<file path="src/mmpp_pkg.sv">
// shared types and constants for the min/max peak pyramid
`default_nettype none
package mmpp_pkg;

	localparam int CFG_W  = 16;
	localparam int DATA_W = 32;
	localparam int ADDR_W = 3;

	localparam logic [0:0] REG_BASE = 1'b0;
	localparam logic [0:0] REG_MINP = 1'b1;

	localparam logic [CFG_W-1:0] BASE_RST = 16'd256;
	localparam logic [CFG_W-1:0] MINP_RST = 16'd2;

	localparam logic KIND_PEAK    = 1'b0;
	localparam logic KIND_SUMMARY = 1'b1;

	typedef struct packed {
		logic [CFG_W-1:0] base;
		logic [CFG_W-1:0] min_peaks;
	} cfg_t;

endpackage
`default_nettype wire

</file>
<file path="src/mmpp_regs.sv">
// apb configuration registers for the min/max peak pyramid
`default_nettype none
module mmpp_regs (
	input  logic                         clk,
	input  logic                         arst_n,
	input  logic                         psel,
	input  logic                         penable,
	input  logic                         pwrite,
	input  logic [mmpp_pkg::ADDR_W-1:0]  paddr,
	input  logic [mmpp_pkg::DATA_W-1:0]  pwdata,
	output logic [mmpp_pkg::DATA_W-1:0]  prdata,
	output logic                         pready,
	output mmpp_pkg::cfg_t               cfg
);
	import mmpp_pkg::*;

	cfg_t cfg_q;
	logic wr_en;

	assign pready = 1'b1;
	assign wr_en  = psel & penable & pwrite;
	assign cfg    = cfg_q;

	always_ff @(posedge clk or negedge arst_n) begin
		if (!arst_n) begin
			cfg_q.base      <= BASE_RST;
			cfg_q.min_peaks <= MINP_RST;
		end else if (wr_en) begin
			case (paddr[2])
				REG_BASE: cfg_q.base      <= pwdata[CFG_W-1:0];
				REG_MINP: cfg_q.min_peaks <= pwdata[CFG_W-1:0];
				default:  ;
			endcase
		end
	end

	always_comb begin
		case (paddr[2])
			REG_BASE: prdata = DATA_W'(cfg_q.base);
			REG_MINP: prdata = DATA_W'(cfg_q.min_peaks);
			default:  prdata = '0;
		endcase
	end

endmodule
`default_nettype wire

</file>
<file path="src/minmax_peak_pyramid.sv">
// top level of the streaming min/max peak pyramid
//
//   channel   | handshake                  | payload
//   ----------+----------------------------+------------------------------------------
//   input     | in_valid / in_ready        | sample, last_sample
//   output    | out_valid / out_ready      | kind, level, peak_min, peak_max,
//             |                            | level_count, levels_clipped, last
//   config    | psel / penable / pwrite    | paddr, pwdata, prdata, pready
//
// a sample that closes no chunk is absorbed directly; a closed chunk emits its peaks one after another,
// all through the single shared min/max comparator
// a last sample then adds a scan of the pending levels that emits each peak it flushes,
// then level counting and the summary beat
// in_ready is low while a chunk peak, flush, level count or summary is in progress
// output beats wait in one output register; a stalled output holds the sequencer
// reset clears chunk, pending peaks and peak counters at once
`default_nettype none
module minmax_peak_pyramid #(
	parameter int MAX_LEVELS  = 16,
	parameter int SAMPLE_BITS = 16,
	parameter int COUNT_BITS  = 24
) (
	input  logic                         clk,
	input  logic                         arst_n,
	input  logic signed [SAMPLE_BITS-1:0] sample,
	input  logic                         last_sample,
	input  logic                         in_valid,
	output logic                         in_ready,
	output logic                         kind,
	output logic [3:0]                   level,
	output logic signed [15:0]           peak_min,
	output logic signed [15:0]           peak_max,
	output logic [4:0]                   level_count,
	output logic                         levels_clipped,
	output logic                         last,
	output logic                         out_valid,
	input  logic                         out_ready,
	input  logic                         psel,
	input  logic                         penable,
	input  logic                         pwrite,
	input  logic [mmpp_pkg::ADDR_W-1:0]  paddr,
	input  logic [mmpp_pkg::DATA_W-1:0]  pwdata,
	output logic [mmpp_pkg::DATA_W-1:0]  prdata,
	output logic                         pready
);
	import mmpp_pkg::*;

	localparam int LVL_W = $clog2(MAX_LEVELS);
	localparam int KW    = $clog2(MAX_LEVELS + 1);
	localparam int CMP_W = (COUNT_BITS > CFG_W) ? COUNT_BITS : CFG_W;
	localparam logic [LVL_W-1:0] TOP = LVL_W'(MAX_LEVELS - 1);
	localparam logic signed [SAMPLE_BITS-1:0] SPOS = {1'b0, {(SAMPLE_BITS-1){1'b1}}};
	localparam logic signed [SAMPLE_BITS-1:0] SNEG = {1'b1, {(SAMPLE_BITS-1){1'b0}}};
	localparam logic [COUNT_BITS-1:0] CMAX = {COUNT_BITS{1'b1}};

	typedef enum logic [2:0] {
		ST_IDLE,
		ST_INSERT,
		ST_FLUSH,
		ST_COUNT,
		ST_SUMMARY
	} state_t;

	cfg_t cfg;

	mmpp_regs u_regs (
		.clk     (clk),
		.arst_n  (arst_n),
		.psel    (psel),
		.penable (penable),
		.pwrite  (pwrite),
		.paddr   (paddr),
		.pwdata  (pwdata),
		.prdata  (prdata),
		.pready  (pready),
		.cfg     (cfg)
	);

	state_t                         state_q;
	logic [CFG_W-1:0]               chunk_fill_q;
	logic signed [SAMPLE_BITS-1:0]  chunk_low_q;
	logic signed [SAMPLE_BITS-1:0]  chunk_high_q;
	logic [MAX_LEVELS-1:0]          pending_valid_q;
	logic signed [SAMPLE_BITS-1:0]  pend_lo_q [MAX_LEVELS];
	logic signed [SAMPLE_BITS-1:0]  pend_hi_q [MAX_LEVELS];
	logic [COUNT_BITS-1:0]          peaks_q   [MAX_LEVELS];
	logic [LVL_W-1:0]               cur_lvl_q;
	logic signed [SAMPLE_BITS-1:0]  cur_lo_q;
	logic signed [SAMPLE_BITS-1:0]  cur_hi_q;
	logic                           fin_q;
	logic [LVL_W-1:0]               scan_q;
	logic [KW-1:0]                  k_q;
	logic                           clip_q;

	logic                           out_valid_q;
	logic                           out_kind_q;
	logic [3:0]                     out_level_q;
	logic [SAMPLE_BITS-1:0]         out_min_q;
	logic [SAMPLE_BITS-1:0]         out_max_q;
	logic [4:0]                     out_count_q;
	logic                           out_clip_q;
	logic                           out_last_q;

	logic signed [SAMPLE_BITS-1:0]  a_lo, a_hi, b_lo, b_hi, mm_lo, mm_hi;
	logic [LVL_W-1:0]               rd_idx, pk_idx;
	logic [CFG_W:0]                 fill_inc;
	logic [CFG_W-1:0]               base_eff, thr;
	logic                           close;
	logic                           out_free;
	logic                           out_load;
	logic                           peaks_ge;
	logic                           pend_we;
	logic                           top_lvl;

	assign in_ready = (state_q == ST_IDLE);
	assign out_free = !out_valid_q || out_ready;
	assign out_load = out_free && ((state_q == ST_INSERT) || (state_q == ST_SUMMARY));
	assign top_lvl  = (cur_lvl_q == TOP);

	assign rd_idx = (state_q == ST_FLUSH) ? scan_q : cur_lvl_q;
	assign pk_idx = (state_q == ST_COUNT) ? LVL_W'(k_q - KW'(1)) : cur_lvl_q;

	// shared min/max unit
	always_comb begin
		if (state_q == ST_IDLE) begin
			a_lo = chunk_low_q;
			a_hi = chunk_high_q;
			b_lo = sample;
			b_hi = sample;
		end else begin
			a_lo = cur_lo_q;
			a_hi = cur_hi_q;
			b_lo = pend_lo_q[rd_idx];
			b_hi = pend_hi_q[rd_idx];
		end
		mm_lo = (b_lo < a_lo) ? b_lo : a_lo;
		mm_hi = (b_hi > a_hi) ? b_hi : a_hi;
	end

	assign fill_inc = {1'b0, chunk_fill_q} + (CFG_W+1)'(1);
	assign base_eff = (cfg.base == '0) ? CFG_W'(1) : cfg.base;
	assign close    = (fill_inc >= {1'b0, base_eff}) || last_sample;
	assign thr      = (cfg.min_peaks < CFG_W'(2)) ? CFG_W'(2) : cfg.min_peaks;
	assign peaks_ge = CMP_W'(peaks_q[pk_idx]) >= CMP_W'(thr);
	assign pend_we  = (state_q == ST_INSERT) && out_free && !top_lvl
	                  && !pending_valid_q[cur_lvl_q];

	always_ff @(posedge clk) begin
		if (pend_we) begin
			pend_lo_q[cur_lvl_q] <= cur_lo_q;
			pend_hi_q[cur_lvl_q] <= cur_hi_q;
		end
	end

	always_ff @(posedge clk or negedge arst_n) begin
		if (!arst_n) begin
			state_q         <= ST_IDLE;
			chunk_fill_q    <= '0;
			chunk_low_q     <= SPOS;
			chunk_high_q    <= SNEG;
			pending_valid_q <= '0;
			peaks_q         <= '{default: '0};
			cur_lvl_q       <= '0;
			cur_lo_q        <= '0;
			cur_hi_q        <= '0;
			fin_q           <= 1'b0;
			scan_q          <= '0;
			k_q             <= KW'(1);
			clip_q          <= 1'b0;
			out_valid_q     <= 1'b0;
			out_kind_q      <= KIND_PEAK;
			out_level_q     <= '0;
			out_min_q       <= '0;
			out_max_q       <= '0;
			out_count_q     <= '0;
			out_clip_q      <= 1'b0;
			out_last_q      <= 1'b0;
		end else begin
			if (out_load)
				out_valid_q <= 1'b1;
			else if (out_ready)
				out_valid_q <= 1'b0;
			case (state_q)
				ST_IDLE: begin
					if (in_valid) begin
						if (close) begin
							cur_lvl_q    <= '0;
							cur_lo_q     <= mm_lo;
							cur_hi_q     <= mm_hi;
							fin_q        <= last_sample;
							scan_q       <= '0;
							chunk_fill_q <= '0;
							chunk_low_q  <= SPOS;
							chunk_high_q <= SNEG;
							state_q      <= ST_INSERT;
						end else begin
							chunk_fill_q <= fill_inc[CFG_W-1:0];
							chunk_low_q  <= mm_lo;
							chunk_high_q <= mm_hi;
						end
					end
				end
				ST_INSERT: begin
					if (out_free) begin
						out_kind_q  <= KIND_PEAK;
						out_level_q <= 4'(cur_lvl_q);
						out_min_q   <= cur_lo_q;
						out_max_q   <= cur_hi_q;
						out_count_q <= '0;
						out_clip_q  <= 1'b0;
						out_last_q  <= !fin_q && (top_lvl || !pending_valid_q[cur_lvl_q]);
						if (peaks_q[cur_lvl_q] != CMAX)
							peaks_q[cur_lvl_q] <= peaks_q[cur_lvl_q] + COUNT_BITS'(1);
						if (!top_lvl && pending_valid_q[cur_lvl_q]) begin
							cur_lo_q                   <= mm_lo;
							cur_hi_q                   <= mm_hi;
							pending_valid_q[cur_lvl_q] <= 1'b0;
							cur_lvl_q                  <= cur_lvl_q + LVL_W'(1);
						end else begin
							if (!top_lvl)
								pending_valid_q[cur_lvl_q] <= 1'b1;
							state_q <= fin_q ? ST_FLUSH : ST_IDLE;
						end
					end
				end
				ST_FLUSH: begin
					if (scan_q == TOP) begin
						k_q     <= KW'(1);
						clip_q  <= 1'b0;
						state_q <= ST_COUNT;
					end else if (pending_valid_q[scan_q]) begin
						pending_valid_q[scan_q] <= 1'b0;
						cur_lvl_q <= scan_q + LVL_W'(1);
						cur_lo_q  <= pend_lo_q[scan_q];
						cur_hi_q  <= pend_hi_q[scan_q];
						scan_q    <= scan_q + LVL_W'(1);
						state_q   <= ST_INSERT;
					end else begin
						scan_q <= scan_q + LVL_W'(1);
					end
				end
				ST_COUNT: begin
					if (peaks_ge) begin
						if (k_q == KW'(MAX_LEVELS)) begin
							clip_q  <= 1'b1;
							state_q <= ST_SUMMARY;
						end else begin
							k_q <= k_q + KW'(1);
						end
					end else begin
						state_q <= ST_SUMMARY;
					end
				end
				ST_SUMMARY: begin
					if (out_free) begin
						out_kind_q  <= KIND_SUMMARY;
						out_level_q <= '0;
						out_min_q   <= '0;
						out_max_q   <= '0;
						out_count_q <= 5'(k_q);
						out_clip_q  <= clip_q;
						out_last_q  <= 1'b1;
						peaks_q     <= '{default: '0};
						state_q     <= ST_IDLE;
					end
				end
				default: state_q <= ST_IDLE;
			endcase
		end
	end

	assign out_valid      = out_valid_q;
	assign kind           = out_kind_q;
	assign level          = out_level_q;
	assign peak_min       = 16'(out_min_q);
	assign peak_max       = 16'(out_max_q);
	assign level_count    = out_count_q;
	assign levels_clipped = out_clip_q;
	assign last           = out_last_q;

	// top level never holds a pending peak
	assert property (@(posedge clk) disable iff (!arst_n)
		!pending_valid_q[MAX_LEVELS-1])
		else $error("pending peak at top level");

	// flush leaves no pending peaks before level counting
	assert property (@(posedge clk) disable iff (!arst_n)
		(state_q == ST_COUNT) |-> (pending_valid_q == '0))
		else $error("pending peak left after flush");

	// a last sample always starts a flush
	assert property (@(posedge clk) disable iff (!arst_n)
		(in_valid && in_ready && last_sample) |=> !in_ready)
		else $error("input taken during flush");

	// a summary beat always closes its sample's results
	assert property (@(posedge clk) disable iff (!arst_n)
		(out_valid_q && out_kind_q == KIND_SUMMARY) |-> out_last_q)
		else $error("summary beat without last");

endmodule
`default_nettype wire
</file>
<file path="config.mk">
export PLATFORM = sky130hd
export DESIGN_NAME = minmax_peak_pyramid
export DESIGN_NICKNAME = d
export VERILOG_FILES = /design/src/mmpp_pkg.sv /design/src/mmpp_regs.sv /design/src/minmax_peak_pyramid.sv
export SDC_FILE = /design/constraint.sdc
export NUM_CORES = 2
export LEC_CHECK = 0
export BUFFER_PORTS_ARGS = -buffer_cell sky130_fd_sc_hd__buf_2
export CORE_ASPECT_RATIO = 0.75
export CORE_MARGIN = 1
export CORE_UTILIZATION = 50
export DETAILED_ROUTE_END_ITERATION = 8
export PLACE_DENSITY_LB_ADDON = 0.08
export REMOVE_ABC_BUFFERS = 1
export SLEW_MARGIN = 20
export SYNTH_ARGS = -nofsm -noshare
export SYNTH_HDL_FRONTEND = slang
export SYNTH_HIERARCHICAL = 1
export SYNTH_SLANG_ARGS = --single-unit
</file>
<file path="constraint.sdc">
create_clock -name clk -period 6.5 [get_ports clk]
set_input_delay 0.975 -clock clk [delete_from_list [all_inputs] [get_ports clk]]
set_output_delay 0.975 -clock clk [all_outputs]
set_load 0.02 [all_outputs]
</file>
Yosys cells after proc, flatten, opt, wreduce, memory -nomap -nowiden

Memories as Yosys holds them, arrays and structs flattened.
Index checks and enable logic that the tools add are counted.

Add/sub/neg operators: 6
$lt $le $gt $ge: 12
Eq/ne operators: 24
Muxes and demuxes: 105
Bitwise operators: 10
Reductions and logical operators: 37

Operators with widths:

| cell                                          | count |
|---|---|
| two-way mux 384 bit                           | 3 |
| case mux 384 bit (2 select lines)             | 1 |
| two-way mux 16 bit                            | 31 |
| bitwise mux 384 bit                           | 1 |
| binary-select mux 24 bit (select 4 bit)       | 2 |
| two-way mux 24 bit                            | 5 |
| demux 24 bit (select 4 bit)                   | 1 |
| case mux 16 bit (2 select lines)              | 3 |
| case mux 16 bit (3 select lines)              | 2 |
| case mux 32 bit (2 select lines)              | 1 |
| two-way mux 4 bit                             | 11 |
| AND 16 bit                                    | 2 |
| inverter 16 bit                               | 2 |
| two-way mux 3 bit                             | 9 |
| two-way mux 5 bit                             | 5 |
| adder 24 x 1 -> 24 bit, second input constant | 1 |
| greater-or-equal comparator 24 x 16 -> 1 bit  | 1 |
| != test 24 bit, second input constant         | 1 |
| case mux 5 bit (2 select lines)               | 2 |
| adder 16 x 1 -> 17 bit, second input constant | 1 |
| greater-or-equal comparator 17 x 16 -> 1 bit  | 1 |
| greater-than comparator 16 bit                | 1 |
| zero test 16 bit                              | 1 |
| < comparator 16 bit                           | 1 |
| 40 further kinds                              | 105 |

Register bits: 575
Memory bits (writable): 512
Input bits: 59
Output and inout bits: 79
Logic and storage cells: 234
Memories kept: 2

Memories:

| name      | depth | bits a word | read ports | clocked after Yosys merged registers in | write ports | RTL line                  | text |
|---|---|---|---|---|---|---|---|
| pend_hi_q | 16    | 16          | 2          | 0                                       | 1           | minmax_peak_pyramid.sv:85 | `logic signed [SAMPLE_BITS-1:0] pend_hi_q [MAX_LEVELS];` |
| pend_lo_q | 16    | 16          | 2          | 0                                       | 1           | minmax_peak_pyramid.sv:84 | `logic signed [SAMPLE_BITS-1:0] pend_lo_q [MAX_LEVELS];` |

Logic depth before layout (Yosys ltp)

Depth in word-level cells: 9
Gate-level depth with buffers: 25
Mapped depth without buffers: 18

Cells and area by module

The synthesis kept the hierarchy.

By module, submodules not included:

| module              | instances | cells each | area an instance (um2) | sequential area each (um2) |
|---|---|---|---|---|
| minmax_peak_pyramid | 1         | 4,448      | 54,049.3               | 28,984.0 |
| mmpp_regs           | 1         | 105        | 1,600.3                | 803.3 |

Worst setup path after synthesis

Ideal clock, no wire load.

Path kind: register to register
Start: register cur_lvl_q[1]
End: register cur_lo_q[10]
Data arrival time: 5,191 ps
Required time: 6,375 ps
Slack: 1,184 ps
Stages on the path, launching flop included: 25
Path buffers: 9
Cell sequence: dfrtp_1 > buf_2 > buf_4 > buf_4 > buf_4 > buf_6 > mux2i_2 > buf_2 > clkbuf_1 > a211oi_1 > a311oi_1 > a31oi_1 > o221ai_1 > ha_1 > a211oi_1 > o21bai_1 > a21o_1 > a2111oi_0 > nor2_1 > a21oi_1 > clkbuf_1 > clkbuf_1 > a21oi_1 > a31oi_1 > o21ai_1

Word-level cells in the longest chain between the ends: 8
Elaborated cells on any way between the ends: 17

RTL lines:

| what                                         | RTL line                                               | text |
|---|---|---|
| start, declared                              | minmax_peak_pyramid.sv:87                              | `logic [LVL_W-1:0] cur_lvl_q;` |
| start signal, assigned                       | minmax_peak_pyramid.sv:218                             | `cur_lvl_q <= cur_lvl_q + LVL_W'(1);` |
| start signal, assigned                       | minmax_peak_pyramid.sv:233                             | `cur_lvl_q <= scan_q + LVL_W'(1);` |
| two-way mux 4 bit                            | minmax_peak_pyramid.sv:120                             | `assign rd_idx = (state_q == ST_FLUSH) ? scan_q : cur_lvl_q;` |
| memory (16 x 16 bit)                         | n/a                                                    |  |
| two-way mux 16 bit                           | minmax_peak_pyramid.sv:125                             | `if (state_q == ST_IDLE) begin` |
| < comparator 16 bit                          | minmax_peak_pyramid.sv:136                             | `mm_lo = (b_lo < a_lo) ? b_lo : a_lo;` |
| two-way mux 16 bit                           | minmax_peak_pyramid.sv:136                             |  |
| two-way mux 16 bit, on equally long branches | minmax_peak_pyramid.sv:214, minmax_peak_pyramid.sv:186 |  |
| two-way mux 16 bit, on equally long branches | minmax_peak_pyramid.sv:204, minmax_peak_pyramid.sv:185 |  |
| case mux 16 bit (3 select lines)             | minmax_peak_pyramid.sv:183                             | `case (state_q)` |
| end signal, assigned                         | minmax_peak_pyramid.sv:188                             | `cur_lo_q <= mm_lo;` |
| end signal, assigned                         | minmax_peak_pyramid.sv:215                             | `cur_lo_q <= mm_lo;` |
| end signal, assigned                         | minmax_peak_pyramid.sv:234                             | `cur_lo_q <= pend_lo_q[scan_q];` |
| end, declared                                | minmax_peak_pyramid.sv:88                              | `logic signed [SAMPLE_BITS-1:0] cur_lo_q;` |

Several ways; a longest one is shown, not always the timed one. The select of a mux whose other input is x is not followed.
A chain may end at the register's enable or synchronous reset.

Final worst setup path

Start: register state_q[2]
End: register chunk_low_q[8]

Word-level cells in the longest chain between the ends: 7
Elaborated cells on any way between the ends: 10

RTL lines:

| what                   | RTL line                   | text |
|---|---|---|
| start, declared        | minmax_peak_pyramid.sv:79  | `state_t state_q;` |
| start signal, assigned | minmax_peak_pyramid.sv:222 | `state_q <= fin_q ? ST_FLUSH : ST_IDLE;` |
| == test 3 x 2 -> 1 bit | minmax_peak_pyramid.sv:120 |  |
| two-way mux 4 bit      | minmax_peak_pyramid.sv:120 |  |
| memory (16 x 16 bit)   | n/a                        |  |
| two-way mux 16 bit     | minmax_peak_pyramid.sv:125 |  |
| < comparator 16 bit    | minmax_peak_pyramid.sv:136 |  |
| two-way mux 16 bit     | minmax_peak_pyramid.sv:136 |  |
| two-way mux 16 bit     | minmax_peak_pyramid.sv:186 | `if (close) begin` |
| end signal, assigned   | minmax_peak_pyramid.sv:198 | `chunk_low_q <= mm_lo;` |
| end, declared          | minmax_peak_pyramid.sv:81  | `logic signed [SAMPLE_BITS-1:0] chunk_low_q;` |

Several ways; a longest one is shown, not always the timed one.

==> summary.log <==
[setup_path] Reg2Reg Capture Point chunk_low_q[8]
[logic_synthesis] Synth Flop Type sky130_fd_sc_hd__dfrtp_1
[grt] vias in the first global route 38756
[pwr] combinational share of power 0.426
[setup_path] path type of the worst setup path flip-flop to flip-flop
[timing] slew of the pin with the lowest slew margin 1.15 ns
[floorplanning] number of core rows 105
[floorplanning] full die area 113000 sq um
[timing] Max Freq 0.162 GHz
[pwr] Power per Cell Area 450 nW/um^2
[logic_synthesis] total number of yosys warnings 6
[placement] Post-Place Cell Area 57800 sq um
[logic_synthesis] number of enable-type register cells in the synthesized netlist 512
[logic_synthesis] cell type with the largest total area after synthesis sky130_fd_sc_hd__edfxtp_1
[final_layout] fraction of the core area covered by cells at the end of the flow 0.560
[status] run status finished, final reports clean
[pwr] Max rail drop VDD 0.000400 V
[pwr] internal power 16.3 mW
[clock_tree] worst-case clock buffer depth 3
[timing] relative slew slack 0.236
[clock_tree] total clock buffers created by CTS 109
[setup_path] CP Data Required Time 7.16 ns
[logic_synthesis] number of instances in the synthesized netlist 4553
[timing] final count of negative-setup-slack endpoints 0
[timing] period utilisation layout 0.948
[floorplanning] Die W 387 um
[clock_tree] TritonCTS clock tree yes
[timing] final count of hold timing violations 0
[pwr] Psw 11.4 mW
[floorplanning] Initial Util 0.507
[clock_tree] Reg clk slew, reported paths 0.06 ns
[detailed_routing] detail-routed net length per standard cell 29.2 um
[setup_path] startpoint type of the worst setup path flip-flop
[logic_synthesis] Seq cells post-synth 1087
[setup_path] critical path data arrival time 6.82 ns
[detailed_routing] DRC violations left 0
[grt] wire length of the first global-routing pass 265000 um
[timing] setup repair after global routing missed its margin false
[logic_synthesis] sequential share of the synthesized area 0.535
[floorplanning] y dimension of the die 291 um
[timing] clock tree skew after final layout 0.0355 ns
[placement] Port-buffer cells 102
[placement] HPWL after DPL 112000 um
[pwr] Clock power frac 0.236
[setup_path] logic depth of the worst register-to-register path 17
[setup_path] maximum fanout count along the critical path 79
[hold_path] worst min-delay path category input pin to asynchronous set/reset pin
[logic_synthesis] Post-Syn Area per Cell 12.2 sq um
[final_layout] post-route non-filler standard cell count 6133
[detailed_routing] count of nets left with antenna violations after detail routing 0
[timing] count of pins over their slew limit 0
[job] Max Cap Viol 0
[logic_synthesis] fraction of registers with async set/reset 0.529
[logic_synthesis] fraction of post-synthesis cell area in the top cell type by area 0.276
[grt] GRT Residual Overflow 0
[pwr] fraction of power spent switching nets 0.411
[logic_synthesis] cell types with the largest area share after synthesis sky130_fd_sc_hd__edfxtp_1, sky130_fd_sc_hd__dfrtp_1, sky130_fd_sc_hd__mux4_2
[grt] Overall Global Routing Usage 0.318
[pwr] Reg power frac 0.338
[floorplanning] Floorplan Core Area 110000 sq um
[setup_path] Worst R2R Start state_q[2]
[placement] global placer's final weighted congestion 0.903
[floorplanning] I/O pins 138
[clock_tree] depth of the CTS H-tree 3
[detailed_routing] Total Routed Length 179000 um
[final_layout] Area Growth Syn to Fin 10.6%
[detailed_routing] DR pass1 iterations 6
[grt] maximum number of pins on one net before global-route repair 146
[pwr] Static Leak 24.6 nW
[setup_path] setup slack of the worst register-to-register path 0.34 ns
[clock_tree] count of hold buffers inserted by post-cts repair 0
[clock_tree] number of clock sinks 1087
[final_layout] nets@finish 4727
[timing] min Tclk post-route 6.16 ns
[final_layout] layout cell share with drive strength beyond 1 0.199
[final_layout] filler cell count 9174
[setup_path] Worst Setup End Kind flip-flop
[clock_tree] Worst-Skew Late Latency 0.74 ns
[detailed_routing] ratio of routed vias to standard cells 6.61
[logic_synthesis] distinct cell type count after synthesis 99
[clock_tree] post-cts sizing count 0
[detailed_routing] initial detailed-routing violation count 4465
[logic_synthesis] cell area after synthesis 55600 sq um
[detailed_routing] total via count after detailed routing 40525
[final_layout] post-route cell area 61600 sq um
[placement] number of cells in the design after placement 5922
[grt] antenna violations before repair 3
[clock_tree] clk root buf sky130_fd_sc_hd__clkbuf_16
==> worst max-delay path, cell delays in order (launching register included) <==
cell                        delay (ns)
sky130_fd_sc_hd__dfrtp_1          0.37
sky130_fd_sc_hd__or3b_2           0.73
sky130_fd_sc_hd__o21ai_4          0.32
sky130_fd_sc_hd__buf_12           0.46
sky130_fd_sc_hd__nand2_1          0.12
sky130_fd_sc_hd__a311oi_1         0.29
sky130_fd_sc_hd__a31oi_1          0.14
sky130_fd_sc_hd__o221ai_1         0.49
sky130_fd_sc_hd__ha_1             0.35
sky130_fd_sc_hd__o21ai_0          0.09
sky130_fd_sc_hd__o21bai_1         0.20
sky130_fd_sc_hd__a21o_1           0.22
sky130_fd_sc_hd__a2111oi_0        0.76
sky130_fd_sc_hd__nor2_1           0.15
sky130_fd_sc_hd__a21oi_2          0.22
sky130_fd_sc_hd__nand2_1          0.15
sky130_fd_sc_hd__or2_1            0.61
sky130_fd_sc_hd__o22a_1           0.38
==> metal layers <==
metal,track usage,vias to the layer above,wire length (um)
met5,0,-,0
met4,0.0738,0,3810
met3,0.0864,252,20000
met2,0.442,2188,75500
met1,0.494,20823,79900
li1,-,17262,-
==> cells by family after synthesis <==
family	Yosys count	synth area share
and+or+nand+nor	1478	0.118
DFF	1087	0.535
AOI/OAI and AO/OA	965	0.116
muxes	484	0.167
buffers and inverters	419	0.0389
adders and majority gates	76	0.0171
xor gates and xnor gates	41	0.00699
other	3	0.000202
==> cell usage in the layout (no fill, tap or decap), types with 27 or more instances in the layout <==
cell type / netlist / layout
sky130_fd_sc_hd__dfrtp_1: 556 / 550
sky130_fd_sc_hd__conb_1: 3 / 49
sky130_fd_sc_hd__a211oi_1: 39 / 39
sky130_fd_sc_hd__a31oi_1: 63 / 63
sky130_fd_sc_hd__nand3_1: 169 / 169
sky130_fd_sc_hd__buf_2: 85 / 101
sky130_fd_sc_hd__clkbuf_1: 170 / 27
sky130_fd_sc_hd__o21ai_1: 86 / 83
sky130_fd_sc_hd__mux2_2: 45 / 45
sky130_fd_sc_hd__nor2b_1: 45 / 42
sky130_fd_sc_hd__buf_4: 30 / 131
sky130_fd_sc_hd__and3_1: 57 / 57
sky130_fd_sc_hd__a22oi_1: 36 / 36
sky130_fd_sc_hd__a21oi_1: 70 / 66
sky130_fd_sc_hd__mux4_1: 34 / 34
sky130_fd_sc_hd__a22o_1: 130 / 130
sky130_fd_sc_hd__nor4_1: 38 / 38
sky130_fd_sc_hd__inv_1: 46 / 46
sky130_fd_sc_hd__nand2_1: 931 / 931
sky130_fd_sc_hd__mux2i_1: 91 / 88
sky130_fd_sc_hd__o21ai_0: 289 / 286
sky130_fd_sc_hd__ha_1: 76 / 76
sky130_fd_sc_hd__nor2_1: 118 / 97
sky130_fd_sc_hd__mux4_2: 298 / 298
sky130_fd_sc_hd__a311oi_1: 65 / 65
sky130_fd_sc_hd__edfxtp_1: 512 / 512
sky130_fd_sc_hd__clkbuf_16: 0 / 111
==> power by group through the flow <==
stage | combinational [mW] | sequential (mW) | clock [mW]
after floorplan | 7.05 | 9.58 | 0
after global placement | 11.4 | 9.47 | 0
after detailed placement | 11.5 | 9.48 | 0
after CTS | 11.5 | 9.35 | 6.63
after global routing | 12.5 | 9.48 | 6.88
final | 11.8 | 9.36 | 6.54
==> cell usage after synthesis (all sizes together) (23+ instances only) <==
library cell    n
a211oi         40
a21oi          70
a22o          130
a22oi          36
a311oi         65
a31oi          64
and2           23
and3           58
buf           191
clkbuf        177
dfrtp         556
edfxtp        512
ha             76
inv            48
mux2           56
mux2i          93
mux4          335
nand2         943
nand3         172
nor2          123
nor2b          45
nor4           40
o21ai         400
xnor2          23
==> repair_timing <==
item	4_1_cts	5_1_grt
endpoints found under the setup margin	0	14
buffers inserted	0	2
endpoints found under the hold margin	0	0
==> through the flow <==
| step | total power [mW] | setup slack, ns | hold slack, ns | setup TNS (ns) |
|---|---|---|---|---|
| 2_1_floorplan | 16.6 | -7.39 | 0.364 | -1050.64 |
| 3_3_place_gp | 20.9 | 0.366 | 0.405 | 0 |
| 3_5_place_dp | 21.0 | 0.319 | 0.391 | 0 |
| 4_1_cts | 27.5 | 0.307 | 0.269 | 0 |
| 5_1_grt | 28.9 | 0.174 | 0.293 | 0 |
| 6_report | 27.7 | 0.335 | 0.255 | 0 |
==> area by class of cell <==
class	count	area, sq um	area share
Clock buffer	161	3200	0.0519
Tap cell	1444	1810	0.0293
Multi-Input combinational cell	3093	24200	0.393
Inverter	50	188	0.00305
Antenna cell	1	2.50	0.0000407
Clock inverter	46	495	0.00805
Timing Repair Buffer	251	1850	0.0301
Sequential cell	1087	29800	0.484
==> sequential cells by signal, indices dropped and copies added, names as in the netlist, 16 cells and up, named ones only <==
register	count
chunk_low_q	16
cur_lo_q	16
cur_hi_q	16
chunk_high_q	16
peaks_q	384
chunk_fill_q	16
peak_max	16
u_regs/cfg	32
pend_lo_q	256
pend_hi_q	256
peak_min	16
==> worst max-delay path by stage <==
stage | startpoint | endpoint | slack [ns] | depth (start not counted)
after floorplan | scan_q[2] | chunk_low_q[0] | -7.39 | 16
after global placement | state_q[2] | chunk_low_q[8] | 0.37 | 18
after detailed placement | state_q[2] | chunk_low_q[13] | 0.32 | 18
after CTS | state_q[0] | chunk_low_q[13] | 0.31 | 18
after global routing | state_q[0] | chunk_low_q[13] | 0.17 | 17
final | state_q[2] | chunk_low_q[8] | 0.34 | 17
Power figures use the tool's default switching activity.
